**src/rtl/i2cbe_pkg.sv**
```systemverilog
// Shared types, opcodes and command lengths for the I2C master bit engine.
`timescale 1ns / 1ps
`default_nettype none

package i2cbe_pkg;

  typedef enum logic [2:0] {
    OP_NONE     = 3'd0,
    OP_START    = 3'd1,
    OP_STOP     = 3'd2,
    OP_WRITE    = 3'd3,
    OP_READ     = 3'd4,
    OP_ACK      = 3'd5,
    OP_NACK     = 3'd6,
    OP_WAIT_ACK = 3'd7
  } opcode_t;

  localparam logic [7:0] MSB_MASK = 8'h80;
  localparam logic [7:0] LSB_MASK = 8'h01;

  // Engine state carried from one bus period to the next.
  typedef struct packed {
    opcode_t    cmd;
    logic [4:0] phase;
    logic [3:0] bits;
    logic [7:0] shreg;
    logic       scl;
    logic       sda;
    logic       success;
    logic [7:0] rx_hold;
  } state_t;

  typedef struct packed {
    logic       scl_drive;
    logic       sda_drive;
    logic       busy_res;
    logic       done_res;
    logic       ok;
    logic [7:0] rx_byte;
  } result_t;

  // Number of bus periods per command.
  function automatic logic [4:0] cmd_len(input opcode_t op);
    logic [4:0] len;
    unique case (op)
      OP_START:    len = 5'd3;
      OP_STOP:     len = 5'd4;
      OP_WRITE:    len = 5'd24;
      OP_READ:     len = 5'd16;
      OP_ACK:      len = 5'd4;
      OP_NACK:     len = 5'd4;
      OP_WAIT_ACK: len = 5'd3;
      default:     len = 5'd0;
    endcase
    return len;
  endfunction

endpackage

`default_nettype wire

```
**src/rtl/i2cbe_if.sv**
```systemverilog
// Request and result channel interfaces of the I2C master bit engine.
`timescale 1ns / 1ps
`default_nettype none

interface i2cbe_req_if;
  logic       valid;
  logic       ready;
  logic [2:0] opcode;
  logic [7:0] tx_byte;
  logic       sda_level;

  modport source (output valid, output opcode, output tx_byte, output sda_level,
                  input ready);
  modport sink (input valid, input opcode, input tx_byte, input sda_level,
                output ready);
endinterface

interface i2cbe_res_if;
  logic       valid;
  logic       ready;
  logic       scl_drive;
  logic       sda_drive;
  logic       busy_res;
  logic       done_res;
  logic       ok;
  logic [7:0] rx_byte;

  modport source (output valid, output scl_drive, output sda_drive, output busy_res,
                  output done_res, output ok, output rx_byte, input ready);
  modport sink (input valid, input scl_drive, input sda_drive, input busy_res,
                input done_res, input ok, input rx_byte, output ready);
endinterface

`default_nettype wire

```
**src/rtl/i2cbe_step.sv**
```systemverilog
// Next-state logic: advances the engine by one bus period.
`timescale 1ns / 1ps
`default_nettype none

module i2cbe_step (
  input  var i2cbe_pkg::state_t cur,
  input  var i2cbe_pkg::opcode_t opcode,
  input  wire logic [7:0]        tx_byte,
  input  wire logic              sda_level,
  output var i2cbe_pkg::state_t  nxt,
  output logic                   done
);

  // phase mod 3 for the write command
  localparam logic [1:0] MOD3 [0:31] = '{
    2'd0, 2'd1, 2'd2, 2'd0, 2'd1, 2'd2, 2'd0, 2'd1,
    2'd2, 2'd0, 2'd1, 2'd2, 2'd0, 2'd1, 2'd2, 2'd0,
    2'd1, 2'd2, 2'd0, 2'd1, 2'd2, 2'd0, 2'd1, 2'd2,
    2'd0, 2'd1, 2'd2, 2'd0, 2'd1, 2'd2, 2'd0, 2'd1
  };

  // Line levels on entry to a period.
  function automatic i2cbe_pkg::state_t enter(input i2cbe_pkg::state_t s,
                                              input i2cbe_pkg::opcode_t c,
                                              input logic [4:0] p);
    i2cbe_pkg::state_t r;
    r = s;
    unique case (c)
      i2cbe_pkg::OP_START: begin
        if (p == 5'd0) begin
          r.scl = 1'b1;
          r.sda = 1'b1;
        end else begin
          r.sda = 1'b0;
        end
      end
      i2cbe_pkg::OP_STOP: begin
        priority case (p)
          5'd0:    r.scl = 1'b0;
          5'd1:    r.sda = 1'b0;
          5'd2:    r.scl = 1'b1;
          default: r.sda = 1'b1;
        endcase
      end
      i2cbe_pkg::OP_WRITE: begin
        unique case (MOD3[p])
          2'd0: r.scl = 1'b0;
          2'd1: begin
            r.sda   = (s.shreg & i2cbe_pkg::MSB_MASK) != 8'd0;
            r.shreg = {s.shreg[6:0], 1'b0};
          end
          default: r.scl = 1'b1;
        endcase
      end
      i2cbe_pkg::OP_READ: r.scl = p[0];
      i2cbe_pkg::OP_ACK, i2cbe_pkg::OP_NACK: begin
        priority case (p)
          5'd0:    r.scl = 1'b0;
          5'd1:    r.sda = (c == i2cbe_pkg::OP_NACK);
          5'd2:    r.scl = 1'b1;
          default: r.scl = 1'b0;
        endcase
      end
      i2cbe_pkg::OP_WAIT_ACK: begin
        priority case (p)
          5'd0:    r.scl = 1'b0;
          5'd1:    r.sda = 1'b1;
          default: r.scl = 1'b1;
        endcase
      end
      default: ;
    endcase
    return r;
  endfunction

  i2cbe_pkg::state_t  s;
  i2cbe_pkg::opcode_t c;
  logic [4:0]         p1;
  logic               fail;

  always_comb begin
    s    = cur;
    c    = cur.cmd;
    p1   = cur.phase + 5'd1;
    fail = 1'b0;
    done = 1'b0;
    if (cur.cmd == i2cbe_pkg::OP_NONE) begin
      if (opcode != i2cbe_pkg::OP_NONE) begin
        s.cmd   = opcode;
        s.phase = 5'd0;
        s.bits  = 4'd0;
        if (opcode == i2cbe_pkg::OP_WRITE) s.shreg = tx_byte;
        if (opcode == i2cbe_pkg::OP_READ) begin
          s.shreg = 8'd0;
          s.sda   = 1'b1;
        end
        s = enter(s, opcode, 5'd0);
      end
    end else begin
      unique case (c)
        i2cbe_pkg::OP_START: begin
          if (cur.phase == 5'd0 && !sda_level) fail = 1'b1;
          if (cur.phase == 5'd1 && sda_level) fail = 1'b1;
        end
        i2cbe_pkg::OP_WRITE: begin
          if (MOD3[cur.phase] == 2'd2) s.bits = cur.bits + 4'd1;
        end
        i2cbe_pkg::OP_READ: begin
          if (cur.phase[0]) begin
            s.shreg = {cur.shreg[6:0], sda_level};
            s.bits  = cur.bits + 4'd1;
          end
        end
        i2cbe_pkg::OP_WAIT_ACK: begin
          if (cur.phase == 5'd2) s.success = !sda_level;
        end
        default: ;
      endcase

      if (fail) begin
        s.success = 1'b0;
        done      = 1'b1;
      end else if (p1 >= i2cbe_pkg::cmd_len(c)) begin
        done = 1'b1;
        if (c != i2cbe_pkg::OP_WAIT_ACK) s.success = 1'b1;
        if (c == i2cbe_pkg::OP_WRITE || c == i2cbe_pkg::OP_READ ||
            c == i2cbe_pkg::OP_WAIT_ACK) s.scl = 1'b0;
        if (c == i2cbe_pkg::OP_READ) s.rx_hold = s.shreg;
      end else begin
        s.phase = p1;
        s = enter(s, c, p1);
      end
      if (done) begin
        s.cmd   = i2cbe_pkg::OP_NONE;
        s.phase = 5'd0;
      end
    end
    nxt = s;
  end

endmodule

`default_nettype wire

```
**src/rtl/i2cbe_out_buf.sv**
```systemverilog
// Result register with a one-entry skid stage.
`timescale 1ns / 1ps
`default_nettype none

module i2cbe_out_buf (
  input  wire logic             clk,
  input  wire logic             rst,
  input  wire logic             push,
  input  var i2cbe_pkg::result_t push_data,
  output logic                  can_push,
  i2cbe_res_if.source           res
);

  logic                out_valid;
  i2cbe_pkg::result_t  out_data;
  logic                skid_valid;
  i2cbe_pkg::result_t  skid_data;

  assign can_push = !skid_valid;

  always_ff @(posedge clk) begin
    if (rst) begin
      out_valid  <= 1'b0;
      skid_valid <= 1'b0;
    end else if (res.ready || !out_valid) begin
      if (skid_valid) begin
        out_valid  <= 1'b1;
        skid_valid <= 1'b0;
      end else begin
        out_valid <= push;
      end
    end else if (push) begin
      skid_valid <= 1'b1;
    end
  end

  always_ff @(posedge clk) begin
    if (res.ready || !out_valid) begin
      if (skid_valid) out_data <= skid_data;
      else if (push) out_data <= push_data;
    end else if (push) begin
      skid_data <= push_data;
    end
  end

  assign res.valid     = out_valid;
  assign res.scl_drive = out_data.scl_drive;
  assign res.sda_drive = out_data.sda_drive;
  assign res.busy_res  = out_data.busy_res;
  assign res.done_res  = out_data.done_res;
  assign res.ok        = out_data.ok;
  assign res.rx_byte   = out_data.rx_byte;

  a_skid_behind_out: assert property (@(posedge clk) disable iff (rst)
    skid_valid |-> out_valid)
    else $error("skid entry held without a result in the output register");

  a_no_push_full: assert property (@(posedge clk) disable iff (rst)
    skid_valid |-> !push)
    else $error("request accepted while the skid stage is full");

  a_skid_drains: assert property (@(posedge clk) disable iff (rst)
    (skid_valid && res.ready) |=> (out_valid && !skid_valid))
    else $error("skid entry not moved to the output register");

endmodule

`default_nettype wire

```
**src/rtl/i2c_master_bit_engine_unit.sv**
```systemverilog
// Top level of the I2C master bit engine: state registers, step logic, result buffer.
`timescale 1ns / 1ps
`default_nettype none

// I2C master bit engine.
// cmd channel: one request per bus delay period. It carries opcode (taken only
// while idle), tx_byte (latched by a write command) and sda_level, the SDA
// level sampled over the period that just ended.
// res channel: exactly one result per request: the SCL/SDA drive levels for
// the next period (1 released, 0 pulled low), busy, a done pulse, ok and the
// byte from the last completed read.
// A result is registered in the output register, or the skid stage if res is
// held off, as its request is accepted. One request per cycle while cmd.ready
// is high; a single pass of step logic lies between state and result registers.
// START takes 3 periods, STOP 4, WRITE 24, READ 16, ACK/NACK 4, WAIT_ACK 3.
// Reset (synchronous, active high): idle, both lines released, ok 1,
// read byte 0, output and skid stages empty.
// Stall: while res is held off, one more result goes to the skid stage; then
// cmd.ready drops until the output register drains.
module i2c_master_bit_engine_unit (
  input wire logic    clk,
  input wire logic    rst,
  i2cbe_req_if.sink   cmd,
  i2cbe_res_if.source res
);

  i2cbe_pkg::state_t  state;
  i2cbe_pkg::state_t  state_next;
  i2cbe_pkg::result_t result;
  logic               step_done;
  logic               can_push;
  logic               accept;

  assign cmd.ready = can_push;
  assign accept    = cmd.valid && can_push;

  i2cbe_step u_step (
    .cur       (state),
    .opcode    (i2cbe_pkg::opcode_t'(cmd.opcode)),
    .tx_byte   (cmd.tx_byte),
    .sda_level (cmd.sda_level),
    .nxt       (state_next),
    .done      (step_done)
  );

  // engine state advances one bus period per accepted request
  always_ff @(posedge clk) begin
    if (rst) begin
      state.cmd     <= i2cbe_pkg::OP_NONE;
      state.phase   <= 5'd0;
      state.bits    <= 4'd0;
      state.shreg   <= 8'd0;
      state.scl     <= 1'b1;
      state.sda     <= 1'b1;
      state.success <= 1'b1;
      state.rx_hold <= 8'd0;
    end else if (accept) begin
      state <= state_next;
    end
  end

  always_comb begin
    result.scl_drive = state_next.scl;
    result.sda_drive = state_next.sda;
    result.busy_res  = state_next.cmd != i2cbe_pkg::OP_NONE;
    result.done_res  = step_done;
    result.ok        = state_next.success;
    result.rx_byte   = state_next.rx_hold;
  end

  i2cbe_out_buf u_out_buf (
    .clk       (clk),
    .rst       (rst),
    .push      (accept),
    .push_data (result),
    .can_push  (can_push),
    .res       (res)
  );

  a_idle_phase_zero: assert property (@(posedge clk) disable iff (rst)
    (state.cmd == i2cbe_pkg::OP_NONE) |-> (state.phase == 5'd0))
    else $error("phase count nonzero while idle");

  a_phase_in_range: assert property (@(posedge clk) disable iff (rst)
    (state.cmd != i2cbe_pkg::OP_NONE) |-> (state.phase < i2cbe_pkg::cmd_len(state.cmd)))
    else $error("phase count beyond command length");

  a_done_ends_cmd: assert property (@(posedge clk) disable iff (rst)
    (accept && step_done) |=> (state.cmd == i2cbe_pkg::OP_NONE))
    else $error("command still active after done");

  a_busy_holds_cmd: assert property (@(posedge clk) disable iff (rst)
    (accept && state.cmd != i2cbe_pkg::OP_NONE && !step_done) |=> $stable(state.cmd))
    else $error("active command changed before done");

  a_idle_no_done: assert property (@(posedge clk) disable iff (rst)
    (state.cmd == i2cbe_pkg::OP_NONE) |-> !step_done)
    else $error("done raised while idle");

endmodule

`default_nettype wire
```
**src/flat_wrapper.sv**
```systemverilog
// flat-port wrapper written by rule: the top's interface ports become plain ports
module i2c_master_bit_engine_unit_flat 
  (clk, rst, cmd_valid, cmd_opcode, cmd_tx_byte, cmd_sda_level, cmd_ready, res_valid, res_scl_drive, res_sda_drive, res_busy_res, res_done_res, res_ok, res_rx_byte, res_ready);
  i2cbe_req_if cmd_i ();
  i2cbe_res_if res_i ();
  input wire logic clk;
  input wire logic rst;
  input wire logic [$bits(cmd_i.valid)-1:0] cmd_valid;
  input wire logic [$bits(cmd_i.opcode)-1:0] cmd_opcode;
  input wire logic [$bits(cmd_i.tx_byte)-1:0] cmd_tx_byte;
  input wire logic [$bits(cmd_i.sda_level)-1:0] cmd_sda_level;
  output wire logic [$bits(cmd_i.ready)-1:0] cmd_ready;
  output wire logic [$bits(res_i.valid)-1:0] res_valid;
  output wire logic [$bits(res_i.scl_drive)-1:0] res_scl_drive;
  output wire logic [$bits(res_i.sda_drive)-1:0] res_sda_drive;
  output wire logic [$bits(res_i.busy_res)-1:0] res_busy_res;
  output wire logic [$bits(res_i.done_res)-1:0] res_done_res;
  output wire logic [$bits(res_i.ok)-1:0] res_ok;
  output wire logic [$bits(res_i.rx_byte)-1:0] res_rx_byte;
  input wire logic [$bits(res_i.ready)-1:0] res_ready;
  assign cmd_i.valid = cmd_valid;
  assign cmd_i.opcode = cmd_opcode;
  assign cmd_i.tx_byte = cmd_tx_byte;
  assign cmd_i.sda_level = cmd_sda_level;
  assign cmd_ready = cmd_i.ready;
  assign res_valid = res_i.valid;
  assign res_scl_drive = res_i.scl_drive;
  assign res_sda_drive = res_i.sda_drive;
  assign res_busy_res = res_i.busy_res;
  assign res_done_res = res_i.done_res;
  assign res_ok = res_i.ok;
  assign res_rx_byte = res_i.rx_byte;
  assign res_i.ready = res_ready;
  i2c_master_bit_engine_unit u_core (.clk(clk), .rst(rst), .cmd(cmd_i), .res(res_i));
endmodule
```
**config.mk**
```make
export PLATFORM = sky130hd
export DESIGN_NAME = i2c_master_bit_engine_unit_flat
export DESIGN_NICKNAME = d
export VERILOG_FILES = /design/src/rtl/i2cbe_pkg.sv /design/src/rtl/i2cbe_if.sv /design/src/rtl/i2cbe_step.sv /design/src/rtl/i2cbe_out_buf.sv /design/src/rtl/i2c_master_bit_engine_unit.sv /design/src/flat_wrapper.sv
export SDC_FILE = /design/constraint.sdc
export NUM_CORES = 1
export LEC_CHECK = 0
export CAP_MARGIN = 20
export CORE_ASPECT_RATIO = 0.9
export CORE_UTILIZATION = 45
export CTS_BUF_LIST = sky130_fd_sc_hd__clkbuf_16
export CTS_CLUSTER_DIAMETER = 80
export DETAILED_ROUTE_END_ITERATION = 10
export DONT_BUFFER_PORTS = 1
export GPL_TIMING_DRIVEN = 0
export SYNTH_ARGS = -nofsm -noshare
export SYNTH_HDL_FRONTEND = slang
export SYNTH_SLANG_ARGS = --single-unit
export TNS_END_PERCENT = 50
```
**constraint.sdc**
```tcl
create_clock -name clk -period 3.7 [get_ports clk]
set_clock_uncertainty 0.2 [all_clocks]
set_input_delay 0.74 -clock clk [delete_from_list [all_inputs] [get_ports clk]]
set_output_delay 0.74 -clock clk [all_outputs]
set_load 0.005 [all_outputs]
```
# Word-level counts from Yosys, hierarchy flattened
# Memory sizes are Yosys's and may differ from the RTL's.
# Cells that the tools add are included.
# Widths: inputs -> output; s select.
dict set report totals {
  reg_bits 59
  rom_bits 128
  inputBits 16
  output_inout_bits 15
  word_cells 140
  memories 2
}
dict set report op_classes {
  n_addsub 2
  magnitude_cmp 3
  eq_ne 25
  muxes 56
  n_bitwise 3
  n_reduce_logical 27
}
# name depth width read_ports rd_clocked_by_memory_dff wr line_no
set memory_table {}
lappend memory_table {{(no name shown)} 32 2 1 0 0 i2cbe_step.sv:46} ;# unique case (MOD3[p])
lappend memory_table {{(no name shown)} 32 2 1 0 0 i2cbe_step.sv:106} ;# if (MOD3[cur.phase] == 2'd2) s.bits = cur.bits + 4'd1;
# cell count
set op_table {}
lappend op_table {{$mux 8} 8}
lappend op_table {{$mux 31} 2}
lappend op_table {{$mux 13} 2}
lappend op_table {{$eq 3x3->1 const B} 8}
lappend op_table {{$mux 1} 23}
lappend op_table {{$pmux 5 s4} 1}
lappend op_table {{$mux 19} 1}
lappend op_table {{$mux 17} 1}
lappend op_table {{$eq 3x2->1 const B} 4}
lappend op_table {{$ge 6x6->1 const B} 2}
lappend op_table {{$mux 12} 1}
lappend op_table {{$not 5->6} 2}
lappend op_table {{$pmux 1 s2} 6}
lappend op_table {{$eq 5x1->1 const B} 2}
lappend op_table {{$eq 5x2->1 const B} 2}
lappend op_table {{$logic_not 5->1} 2}
lappend op_table {{$mux 5} 2}
lappend op_table {{$mux 9} 1}
lappend op_table {{$mux 2} 4}
lappend op_table {{$pmux 4 s2} 1}
lappend op_table {{$reduce_or 2->1} 4}
lappend op_table {{$eq 3x1->1 const B} 2}
lappend op_table {{$ne 3x2->1 const B} 2}
lappend op_table {{$pmux 1 s6} 1}
lappend op_table {{23 further kinds} 32}

# Longest topological paths before layout
# Gate-level depths: netlist of the first run.
dict set report logic_depth {
  ltp_word 17
  mapped_depth 13
  ltp_nobuf 12
}

# Hierarchy
# A second synthesis of the first run with hierarchy kept.
dict set report unflattened {
  hier_cells 481
  hier_area_um2 4269.1
}
# mod instances cells_each area_each_um2 seq_area_each_um2
set modules_own_cells {}
lappend modules_own_cells {i2cbe_step 1 289 1861.8 0.0}
lappend modules_own_cells {i2c_master_bit_engine_unit 1 141 1340.0 620.6}
lappend modules_own_cells {i2cbe_out_buf 1 51 1067.3 820.8}

# Worst setup path before layout of the first run
# OpenSTA, ideal clock, no wires.
dict set report synth_timing {
  kind {register -> register}
  from {register u_core.state[24] (netlist bit)}
  to {register u_core.state[15] (netlist bit)}
  setup_time_ns 0.122
  t_arrival_ns 3.104
  required_time_ns 3.378
  setup_slack_ns 0.274
  path_stages_with_launch 13
  path_buffers 1
  period_less_slack_ns 3.426
  path_cell_list {dfxtp_1 -> ha_1 -> clkbuf_1 -> and2_1 -> nand2_1 -> xnor2_1 -> ha_1 -> a21oi_1 -> o31ai_1 -> o21bai_1 -> a311o_4 -> nor4b_4 -> a221o_1}
}
dict set report synth_between {
  elab_chain_len 11
  word_cells_on_any_way 20
  cone_classes {1 x add/sub; 1 x order compare; 2 x eq/ne; 11 x mux; 1 x bitwise; 3 x reduce/logical; 1 x memory}
}
# item line_no
set synth_lines {}
lappend synth_lines {{from (decl)} i2c_master_bit_engine_unit.sv:27} ;# i2cbe_pkg::state_t state;
lappend synth_lines {{from (signal assigned)} i2c_master_bit_engine_unit.sv:58} ;# state <= state_next;
lappend synth_lines {{$add 5x1->5} i2cbe_step.sv:84} ;# p1 = cur.phase + 5'd1;
lappend synth_lines {{$not 5->6 (not written as such)} i2cbe_step.sv:46}
lappend synth_lines {{$mem_v2 32x2} --}
lappend synth_lines {{$mux 2 (not written as such) (2 in a row)} i2cbe_step.sv:46}
lappend synth_lines {{$eq 2x1->1} i2cbe_step.sv:46}
lappend synth_lines {{$mux 8} i2cbe_step.sv:46}
lappend synth_lines {{$mux 8} i2cbe_step.sv:28} ;# unique case (c)
lappend synth_lines {{$mux 17} i2cbe_step.sv:123} ;# end else if (p1 >= i2cbe_pkg::cmd_len(c)) begin
lappend synth_lines {{$mux 19 *} i2cbe_step.sv:120} ;# if (fail) begin
lappend synth_lines {{$mux 31 *} i2cbe_step.sv:87} ;# if (cur.cmd == i2cbe_pkg::OP_NONE) begin
# Mark *: on every way between the ends. The rest lies on a longest branch, timed or not. The select of a mux whose other input is x is not followed.
# A chain may end at the register's enable or synchronous reset.

# Worst setup path after layout of the first run
dict set report layout_timing {
  from {register u_core.state[24] (netlist bit)}
  to {register u_core.state[13] (netlist bit)}
}
# Same word-level chain as after synthesis.

==> metrics.md, run 1 <==
| Metric | Value |
|---|---|
| Avg WL per Cell | `17.7 um` |
| Ys flop type | `dfxtp_1` |
| Worst-Margin Slew | `762 ps` |
| Final setup fails | `0` |
| Maximum root-to-sink buffer count | `2` |
| DP Wirelength | `7080 um` |
| Arr. time, crit path | `3520 ps` |
| Post-synthesis async set-or-reset flop share | `0%` |
| Result of the run | `completed` |
| CTS tree | `built` |
| Worst setup EP type | `flop` |
| Pleak | `0.00146 uW` |
| Post-synthesis cell type count | `64` |
| Final cell count without fillers | `539` |
| Post-CTS Hold Buffers | `0` |
| H-tree levels | `2` |
| Port-buffer cells | `0` |
| Setup ws final | `169 ps` |
| DR iter-0 viols | `266` |
| Initial antenna violation count | `0` |
| Vias in the first global route | `2906` |
| Synth area leader | `edfxtp_1` |
| Slowest-stage cell, CP | `dfxtp_4` |
| CTS Sinks | `55` |
| Mapped Cells | `434` |
| CTS buffer count | `5` |
| YS warnings | `0` |
| DRT Pass-1 Iters | `5` |
| Critical path peak fanout | `11` |
| Core area | `7690 um2` |
| Residual DRC | `0` |
| Commonest cells after routing, fill and taps aside | `nand2_1 (66), nor2_1 (40), a21oi_1 (34), dfxtp_1 (27), edfxtp_1 (26)` |
| NumNets Final | `470` |
| WS Path Type | `reg -> reg` |
| Fmax | `0.283 GHz` |
| Critical path depth | `12` |
| Yosys reg bits | `55` |
| First-pass GRT wire length | `15600 um` |
| DRT Wirelength | `9530 um` |
| CP delay by family, top | `compound AO/OA/AOI/OAI gates` |
| Worst Path Required | `3690 ps` |
| Synth top area share | `21.4%` |
| Root Driver | `clkbuf_16` |
| GP Congestion | `0.852` |
| Clock slew at reported path FFs | `80 ps` |
| Most common cell after layout, fill and taps aside | `nand2_1` |
| Later-pin clock latency in the skew report | `290 ps` |
| Largest net degree at the start of global routing | `20` |
| WP buf/inv | `1` |
| FP Rows | `30` |
| Max transition margin | `48.8%` |
| Hold Path Depth | `2` |
| Final Critical Period | `3530 ps` |
| Reg-to-reg endpoint | `u_core.state[13]` |
| CP startpoint kind | `flop` |
| RSZ-0062 raised after global routing | `no` |
| Avg Cell Area, Syn | `8.42 um2` |
| FF-to-FF path depth | `12` |
| Area growth, synth to finish | `9.80%` |
| Vias per cell | `6.08` |
| GRT Util Overall | `23.1%` |
| Synth top area cells | `edfxtp_1 (21%), dfxtp_1 (16%), nand2_1 (6.8%), a21oi_1 (4.8%), mux2_2 (4.6%)` |
| Worst path max stage delay | `440 ps` |
| HP Class | `reg -> reg` |
| Share of layout cells above drive strength 1 | `12.6%` |
| Die Ht | `87.5 um` |
| Pwr dens | `374 nW/um2` |
| Horiz. Die Dim | `97.0 um` |
| R2R setup slack | `170 ps` |
| IO Pins | `31` |
| Global route total overflow | `0` |
| Number of synthesized flops with an enable pin | `26` |
| Syn Nets | `462` |
| Worst-case vdd ir drop | `0.000180 V` |
| Fin. Hold Viols | `0` |
| Via count | `3278` |
| Placed cell count | `530` |
| Max Cap Viol | `0` |
| CP Cell Sequence | `ha_4, clkbuf_4, and2_1, nand2_1, xnor2_2, ha_1, a21oi_2, o31ai_1, o21bai_2, a311o_4, nor4b_4, a221o_1` |
| DP Worst Slack | `-622 ps` |
| CP endpoint | `u_core.state[13]` |
| Final max-slew violation count | `0` |
| Antenna Diode Count | `0` |
| Initial Utilization | `47.5%` |
| Final period util | `95.4%` |
| CP Launch Point | `u_core.state[24]` |
| Routed Antenna Nets | `0` |
| RR Startpoint | `u_core.state[24]` |
| Sequential share of the synthesized area | `37.3%` |
| Synthesized cell area | `3650 um2` |
| Die area | `8480 um2` |
## power breakdown
| group | total [uW] | internal, uW | switching [uW] |
|---|---|---|---|
| logic | 304 | 106 | 198 |
| registers | 710 | 679 | 30.6 |
| clock network | 484 | 257 | 227 |
## Yosys cell counts, types with 4 or more instances
| library cell | n |
|---|---|
| nand2_1 | 66 |
| a221o_1 | 5 |
| nor2_1 | 40 |
| clkbuf_1 | 17 |
| o21a_1 | 5 |
| inv_1 | 14 |
| xnor2_1 | 7 |
| edfxtp_1 | 26 |
| buf_2 | 6 |
| nor3_1 | 13 |
| mux2_2 | 15 |
| o31ai_1 | 6 |
| dfxtp_1 | 29 |
| and2_1 | 4 |
| a22oi_1 | 6 |
| ha_1 | 12 |
| a31oi_1 | 7 |
| o21ai_0 | 18 |
| a21oi_1 | 35 |
| and3_1 | 5 |
| nand2b_1 | 5 |
| nor4_1 | 4 |
| nand3_1 | 14 |
## final cells by class
| cell class | instances | area (um2) |
|---|---|---|
| sequential | 55 | 1370 |
| buffer | 26 | 119 |
| clock buffer | 5 | 125 |
| timing repair buffer | 1 | 7.51 |
| multi-input combinational | 339 | 2190 |
| inverter | 14 | 52.6 |
| fill | 747 | 3680 |
| clock inverter | 3 | 27.5 |
| tap | 96 | 120 |
## routing by layer
| layer | global-route usage, % | wire (um) |
|---|---|---|
| met5 | 0 | 0 |
| met4 | 4.34 | 59 |
| met3 | 3.21 | 553 |
| met2 | 34.6 | 4050 |
| met1 | 35.4 | 4860 |
## metrics by stage
stage / hold WS [ps] / util (%) / instance area, um2 / total power [uW] / setup TNS [ps]
after CTS: 261 / 51.4 / 3950 / 1490 / 0
after detailed placement: 251 / 49.0 / 3770 / 1010 / -16190
final: 257 / 52.1 / 4010 / 1500 / 0
after global routing: 277 / 52.1 / 4010 / 1560 / 0
after global placement: 238 / 49.0 / 3770 / 1000 / -14230
after floorplan: 233 / - / 3650 / 928 / 0
## cell families after synthesis
family / count (synthesis) / share of synthesized area [%]
compound gates: 121 / 22.6
xor+xnor: 9 / 2.16
flops: 55 / 37.3
mux: 18 / 5.45
buf+inv: 40 / 4.52
simple gates: 179 / 23.8
fa+ha+maj: 12 / 4.11
## what timing repair did
item / CTS / global route
setup endpoints to repair: 47 / 36
pin swaps: 0 / 0
setup buffers: 0 / 0
resized for setup: 11 / 9
## worst min-delay path by stage
stage	from	slack (ps)	endpoint
2_1_floorplan	u_core.state[1]	230	u_core.state[1]
3_3_place_gp	u_core.state[2]	240	u_core.state[2]
3_5_place_dp	u_core.state[5]	250	u_core.state[5]
4_1_cts	u_core.state[2]	260	u_core.state[2]
5_1_grt	u_core.state[5]	280	u_core.state[5]
6_report	u_core.state[2]	260	u_core.state[2]
## sequential cells by signal, indices dropped and copies added, names as in the netlist
| register | count |
|---|---|
| u_core.u_out_buf.skid_valid | 1 |
| u_core.u_out_buf.res.valid | 1 |
| u_core.u_out_buf.skid_data | 13 |
| u_core.u_out_buf.res.ok | 1 |
| u_core.u_out_buf.res.scl_drive | 1 |
| u_core.u_out_buf.res.busy_res | 1 |
| u_core.u_out_buf.res.done_res | 1 |
| u_core.state | 27 |
| u_core.u_out_buf.res.sda_drive | 1 |
| u_core.u_out_buf.res.rx_byte | 8 |
## worst min-delay path, stage by stage (launching register included)
cell and delay [ps]:
dfxtp_1 310, nand2_1 50, a21oi_1 50
Power figures use the tool's default switching activity.
==> run 2, diff against run 1 <==
--- a/config.mk
+++ b/config.mk
@@ -5,6 +5,7 @@
 export SDC_FILE = /design/constraint.sdc
 export NUM_CORES = 1
 export LEC_CHECK = 0
+export ABC_AREA = 1
 export CAP_MARGIN = 20
 export CORE_ASPECT_RATIO = 0.9
 export CORE_UTILIZATION = 45
==> run 2 against run 1 <==
  * Highest routed layer unchanged
  * Via count down 13%
  * Fmax increased by 5.3%
  * Combinational power increased by 15%
  * Worst hold slack improved by 29 ps
  * Sequential power grew 3%
  * Register-to-register slack improved by 180 ps
  * Area after synthesis down 10%
  * Critical path depth is 3 higher
==> metrics.md, run 2 <==
| Metric | Value |
|---|---|
| Mapped Cells | `442` |
| Most common cell after layout, fill and taps aside | `nand2_1` |
| Commonest cells after routing, fill and taps aside | `nand2_1 (130), inv_1 (47), nor2_1 (39), nand3_1 (33), o21ai_0 (32)` |
| GP Congestion | `0.855` |
| Die Ht | `82.9 um` |
| First-pass GRT wire length | `12800 um` |
| Setup bufs post-CTS | `0` |
| Initial antenna violation count | `0` |
| WS Path Type | `reg -> reg` |
| Avg Cell Area, Syn | `7.41 um2` |
| DP Wirelength | `5740 um` |
| Pleak | `0.00165 uW` |
| Die area | `7620 um2` |
| Sequential share of the synthesized area | `41.6%` |
| Ys flop type | `dfxtp_1` |
| DR iter-0 viols | `153` |
| Worst Path Required | `3730 ps` |
| Register with the most flip-flops | `u_core.state` |
| Global route total overflow | `0` |
| H-tree levels | `2` |
| Vias per cell | `5.22` |
| Root Driver | `clkbuf_16` |
| Final Util | `50.6%` |
| GRT Util Overall | `21.0%` |
| Final period util | `90.6%` |
| Fmax | `0.298 GHz` |
| R2R setup slack | `350 ps` |
| CP Cell Sequence | `ha_1, nand3_1, nand2_1, nand2_4, ha_1, a21oi_1, o21a_1, nand3_2, a21oi_2, inv_2, nor3_4, inv_4, nand2_1, nand3_1, a21oi_2` |
| Critical path depth | `15` |
| Share of layout cells above drive strength 1 | `9.96%` |
| Critical path peak fanout | `8` |
| RR Startpoint | `u_core.state[24]` |
| Min-delay src | `u_core.state[27]` |
| Setup tns final | `0 ps` |
| NumNets Final | `479` |
| RSZ-0062 raised after global routing | `no` |
| Worst-Margin Slew | `741 ps` |
| YS warnings | `0` |
| Post-CTS Hold Buffers | `0` |
| Port-buffer cells | `0` |
| Max transition margin | `50.2%` |
| Synth area leader | `edfxtp_1` |
| Residual DRC | `0` |
| Avg WL per Cell | `13.9 um` |
| Final max-slew violation count | `0` |
| Initial Utilization | `46.5%` |
| Synth top area cells | `edfxtp_1 (24%), dfxtp_1 (18%), nand2_1 (15%), inv_1 (5.4%), nand3_1 (5.0%)` |
| Horiz. Die Dim | `91.9 um` |
| Vias in the first global route | `2630` |
| DRT Wirelength | `7600 um` |
| Syn Nets | `470` |
| CP startpoint kind | `flop` |
| Final setup fails | `0` |
| Core area | `7040 um2` |
| Result of the run | `completed` |
| Max Cap Viol | `0` |
| Clock slew at reported path FFs | `70 ps` |
| FF-to-FF path depth | `15` |
| Fillers | `729` |
| Largest register FFs | `27` |
| Endpoint, Worst Hold | `u_core.state[27]` |
| CTS buffer count | `5` |
| Fin. Hold Viols | `0` |
| Synthesized cell area | `3270 um2` |
| Worst-case vdd ir drop | `0.000216 V` |
| Post-synthesis async set-or-reset flop share | `0%` |
| Cell with the most instances after synthesis | `nand2_1` |
| CTS Sinks | `55` |
| Routed Antenna Nets | `0` |
| Via count | `2846` |
| Yosys reg bits | `55` |
| Area growth, synth to finish | `8.75%` |
| Slowest-stage cell, CP | `dfxtp_1` |
| Worst path max stage delay | `500 ps` |
| Final Critical Period | `3350 ps` |
| DRT Pass-1 Iters | `5` |
| FP Rows | `29` |
| Synth cell count leaders | `nand2_1 (130), inv_1 (47), nor2_1 (39)` |
| Largest net degree at the start of global routing | `20` |
| Synth top area share | `23.9%` |
| Worst setup EP type | `flop` |
| Power Total | `1560 uW` |
| Reg-to-reg endpoint | `u_core.state[12]` |
| Maximum root-to-sink buffer count | `2` |
| WP buf/inv | `2` |
| Number of synthesized flops with an enable pin | `26` |
| Hold Path Depth | `2` |
| Later-pin clock latency in the skew report | `290 ps` |
| Pwr dens | `439 nW/um2` |
| Post-cts gate resize count | `0` |
| Post-synthesis cell type count | `36` |
| Antenna Diode Count | `0` |
| Arr. time, crit path | `3380 ps` |
| IO Pins | `31` |
| CP delay by family, top | `simple AND/OR/NAND/NOR gates` |
| HP Class | `reg -> reg` |
| CTS tree | `built` |
-- run 2: cell count changes in the layout (fill, tap and decap cells not counted), sizes merged, moves of 6 or more --
| cell | delta |
|---|---|
| a22oi | -6 |
| a31oi | -6 |
| buf | -6 |
| clkbuf | -9 |
| inv | +40 |
| mux2 | -14 |
| nand2 | +70 |
| nand3 | +21 |
| nor3 | -7 |
| o21ai | +13 |
| xnor2 | -7 |
-- run 2: cell type report --
class / instances / area [um2] / share of cell area [%]
clock inverter: 3 / 28.8 / 0.808
clock buffer: 5 / 125 / 3.51
inverter: 54 / 205 / 5.76
multi-input combinational: 323 / 1650 / 46.5
sequential: 55 / 1360 / 38.2
buffer: 10 / 53.8 / 1.51
timing repair buffer: 2 / 15.0 / 0.422
tap: 93 / 116 / 3.27
-- run 2: worst register-to-register path, cell delays in order (launching register included) --
cell and delay [ps]:
dfxtp_1 500, ha_1 340, nand3_1 100, nand2_1 130, nand2_4 90, ha_1 330
a21oi_1 160, o21a_1 150, nand3_2 140, a21oi_2 230, inv_2 100, nor3_4 390
inv_4 100, nand2_1 80, nand3_1 110, a21oi_2 130
-- run 2: how the worst max path moves through the flow --
stage / start / end / slack [ps]
after CTS: u_core.state[24] / u_core.u_out_buf.res.rx_byte[0] / 260
after global routing: u_core.state[24] / u_core.state[17] / 100
after floorplan: u_core.state[24] / u_core.state[12] / 880
final: u_core.state[24] / u_core.state[12] / 350
after detailed placement: u_core.state[24] / u_core.u_out_buf.res.rx_byte[0] / 280
after global placement: u_core.state[24] / u_core.u_out_buf.res.rx_byte[0] / 320
-- run 2: kinds of logic (layout without fill, tap and decap cells) --
logic type                 Yosys count  count (layout)  share of synthesized area, %
AOI/OAI and AO/OA                   77              77                          13.5
adders and majority gates           12              12                          4.59
buffers and inverters               64              74                          7.88
DFF                                 55              55                          41.6
muxes                                5               5                          1.57
and+or+nand+nor                    229             229                          30.8
-- run 2: metrics by stage --
stage | cell area (um2) | std cells | worst slack (ps) | hold slack, ps
after floorplan | 3270 | 442 | 880 | 258
after global placement | 3390 | 535 | 322 | 275
after detailed placement | 3390 | 535 | 285 | 278
after CTS | 3540 | 543 | 260 | 288
after global routing | 3560 | 545 | 100 | 326
final | 3560 | 545 | 348 | 286
-- run 2: metal layers --
layer	track usage (%)	vias up	part of all wire, %
li1	-	1482	-
met1	29.0	1290	48
met2	33.9	66	46
met3	3.57	8	4.5
met4	6.39	0	1.4
met5	0	-	0
-- run 2: power by group --
part	switching, uW	total [uW]	internal (uW)
sequential	31.1	730	699
clock	222	481	258
combinational	241	351	110
total	495	1560	1070
==> run 3, diff against run 2 <==
==> constraint.sdc (replaced) <==
create_clock -name clk -period 2.86 [get_ports clk]
set_clock_uncertainty 0.2 [all_clocks]
set_input_delay 0.572 -clock clk [delete_from_list [all_inputs] [get_ports clk]]
set_output_delay 0.572 -clock clk [all_outputs]
set_load 0.005 [all_outputs]
==> run 3 against run 2 <==
  * Global-route usage down 0.059 points
  * Sequential share of layout area down 2.4 points
  * Flip-flop and latch count is the same
  * First-iteration DRC count is 42% higher
  * Core utilization up 3.8 points
  * Via count is 4.1% higher
  * Worst hold slack lost 23 ps
  * Critical path type unchanged
  * Largest cell class unchanged
  * Highest routed layer unchanged
==> metrics.md, run 3 (synthesis gave the netlist of run 2 again) <==
| Metric | Value |
|---|---|
| Core area | `7040 um2` |
| FP Rows | `29` |
| WP buf/inv | `3` |
| H-tree levels | `2` |
| Avg WL per Cell | `14.1 um` |
| Pwr dens | `544 nW/um2` |
| Power Total | `2080 uW` |
| Vias per cell | `5.32` |
| Antenna Diode Count | `0` |
| DP Wirelength | `5740 um` |
| Worst-case vdd ir drop | `0.000280 V` |
| Worst-Margin Slew | `754 ps` |
| Critical path peak fanout | `8` |
| Initial Utilization | `46.5%` |
| Slowest-stage cell, CP | `dfxtp_4` |
| Pleak | `0.00174 uW` |
| IO Pins | `31` |
| Worst setup EP type | `flop` |
| HP Class | `in -> reg` |
| Clock slew at reported path FFs | `70 ps` |
| GRT Util Overall | `21.0%` |
| Worst Path Required | `2890 ps` |
| Routed Antenna Nets | `0` |
| Port-buffer cells | `0` |
| Later-pin clock latency in the skew report | `290 ps` |
| CTS tree | `built` |
| Root Driver | `clkbuf_16` |
| DR iter-0 viols | `217` |
| CP Cell Sequence | `ha_4, nand4_1, nand2_4, ha_4, a21oi_2, o21a_1, nand3_4, a21oi_4, inv_2, nor3_4, buf_12, inv_4, nand2_1, nand3_2, a21oi_2` |
| Commonest cells after routing, fill and taps aside | `nand2_1 (125), inv_1 (45), nor2_1 (36), nand3_1 (29), edfxtp_1 (26)` |
| Largest register FFs | `27` |
| Global route total overflow | `0` |
| CP delay by family, top | `simple AND/OR/NAND/NOR gates` |
| Final setup fails | `0` |
| DRT Pass-1 Iters | `4` |
| Largest net degree at the start of global routing | `20` |
| Register with the most flip-flops | `u_core.state` |
| Residual DRC | `0` |
| Horiz. Die Dim | `91.9 um` |
| Initial antenna violation count | `0` |
| Area growth, synth to finish | `16.9%` |
| Vias in the first global route | `2659` |
| Die area | `7620 um2` |
| Final Util | `54.4%` |
| Final max-slew violation count | `0` |
| Die Ht | `82.9 um` |
| Final Critical Period | `2740 ps` |
| R2R setup slack | `120 ps` |
| Max transition margin | `49.4%` |
| Setup tns final | `0 ps` |
| Worst path max stage delay | `380 ps` |
| CTS Sinks | `55` |
| First-pass GRT wire length | `12800 um` |
| Fin. Hold Viols | `0` |
| GP Congestion | `0.855` |
| Arr. time, crit path | `2770 ps` |
| DRT Wirelength | `7870 um` |
| Most common cell after layout, fill and taps aside | `nand2_1` |
| Final period util | `95.8%` |
| Result of the run | `completed` |
| Fmax | `0.365 GHz` |
| Maximum root-to-sink buffer count | `2` |
| Max Cap Viol | `0` |
| Via count | `2963` |
| CP startpoint kind | `flop` |
| WS Path Type | `reg -> reg` |
| CTS buffer count | `5` |
| NumNets Final | `491` |
| Share of layout cells above drive strength 1 | `17.7%` |
-- run 3: cell types whose count changed in the layout (fill, tap and decap cells not counted), moves of 4 or more --
cell and delta:
o21ai_0 -7, nand3_1 -4, o21ai_1 +7, dfxtp_1 -4
buf_4 +10, ha_4 +5, ha_1 -5, nand2_1 -5
nand2_2 +4
-- run 3: path summary, 6_finish.rpt --
check,start,end,cells past startpoint
worst max-delay path,u_core.state[24],u_core.state[12],15
worst min-delay path,cmd_tx_byte[5],u_core.state[16],2
worst max register to register,u_core.state[24],u_core.state[12],15
worst min register to register,u_core.state[8],u_core.state[8],2
-- run 3: power breakdown --
group | total, uW | leakage (uW) | internal [uW] | switching, uW
registers | 946 | 0.000492 | 905 | 41.0
clock network | 623 | 0.0000759 | 334 | 289
logic | 514 | 0.00117 | 176 | 338
-- run 3: final cells by class --
cell class / count / area (um2)
multi-input cells: 323 / 1800
inverters: 54 / 208
clock inverters: 3 / 28.8
flip-flops and latches: 55 / 1370
clock buffers: 5 / 125
repair buffers: 14 / 118
fillers: 696 / 3210
plain buffers: 10 / 60.1
well taps: 93 / 116
-- run 3: metal layers --
metal / routed length, um / share of wire (%) / up-vias / track usage, %
li1: - / - / 1505 / -
met5: 0 / 0 / - / 0
met1: 3610 / 46 / 1354 / 28.7
met4: 121 / 1.5 / 0 / 6.39
met2: 3730 / 47 / 94 / 34.0
met3: 412 / 5.2 / 10 / 3.57
-- run 3: what timing repair did --
action,4_1_cts,5_1_grt
pin swaps,1,10
resized for setup,17,28
endpoints found under the setup margin,48,43
hold buffers,0,0
setup buffers,1,11
-- run 3: per-stage QoR --
| step | setup WS [ps] | instance area (um2) | cells | hold WS [ps] |
|---|---|---|---|---|
| 2_1_floorplan | 39.8 | 3270 | 442 | 258 |
| 3_3_place_gp | -518 | 3390 | 535 | 275 |
| 3_5_place_dp | -555 | 3390 | 535 | 278 |
| 4_1_cts | 9.23 | 3620 | 544 | 270 |
| 5_1_grt | -32.5 | 3830 | 557 | 275 |
| 6_report | 119 | 3830 | 557 | 263 |
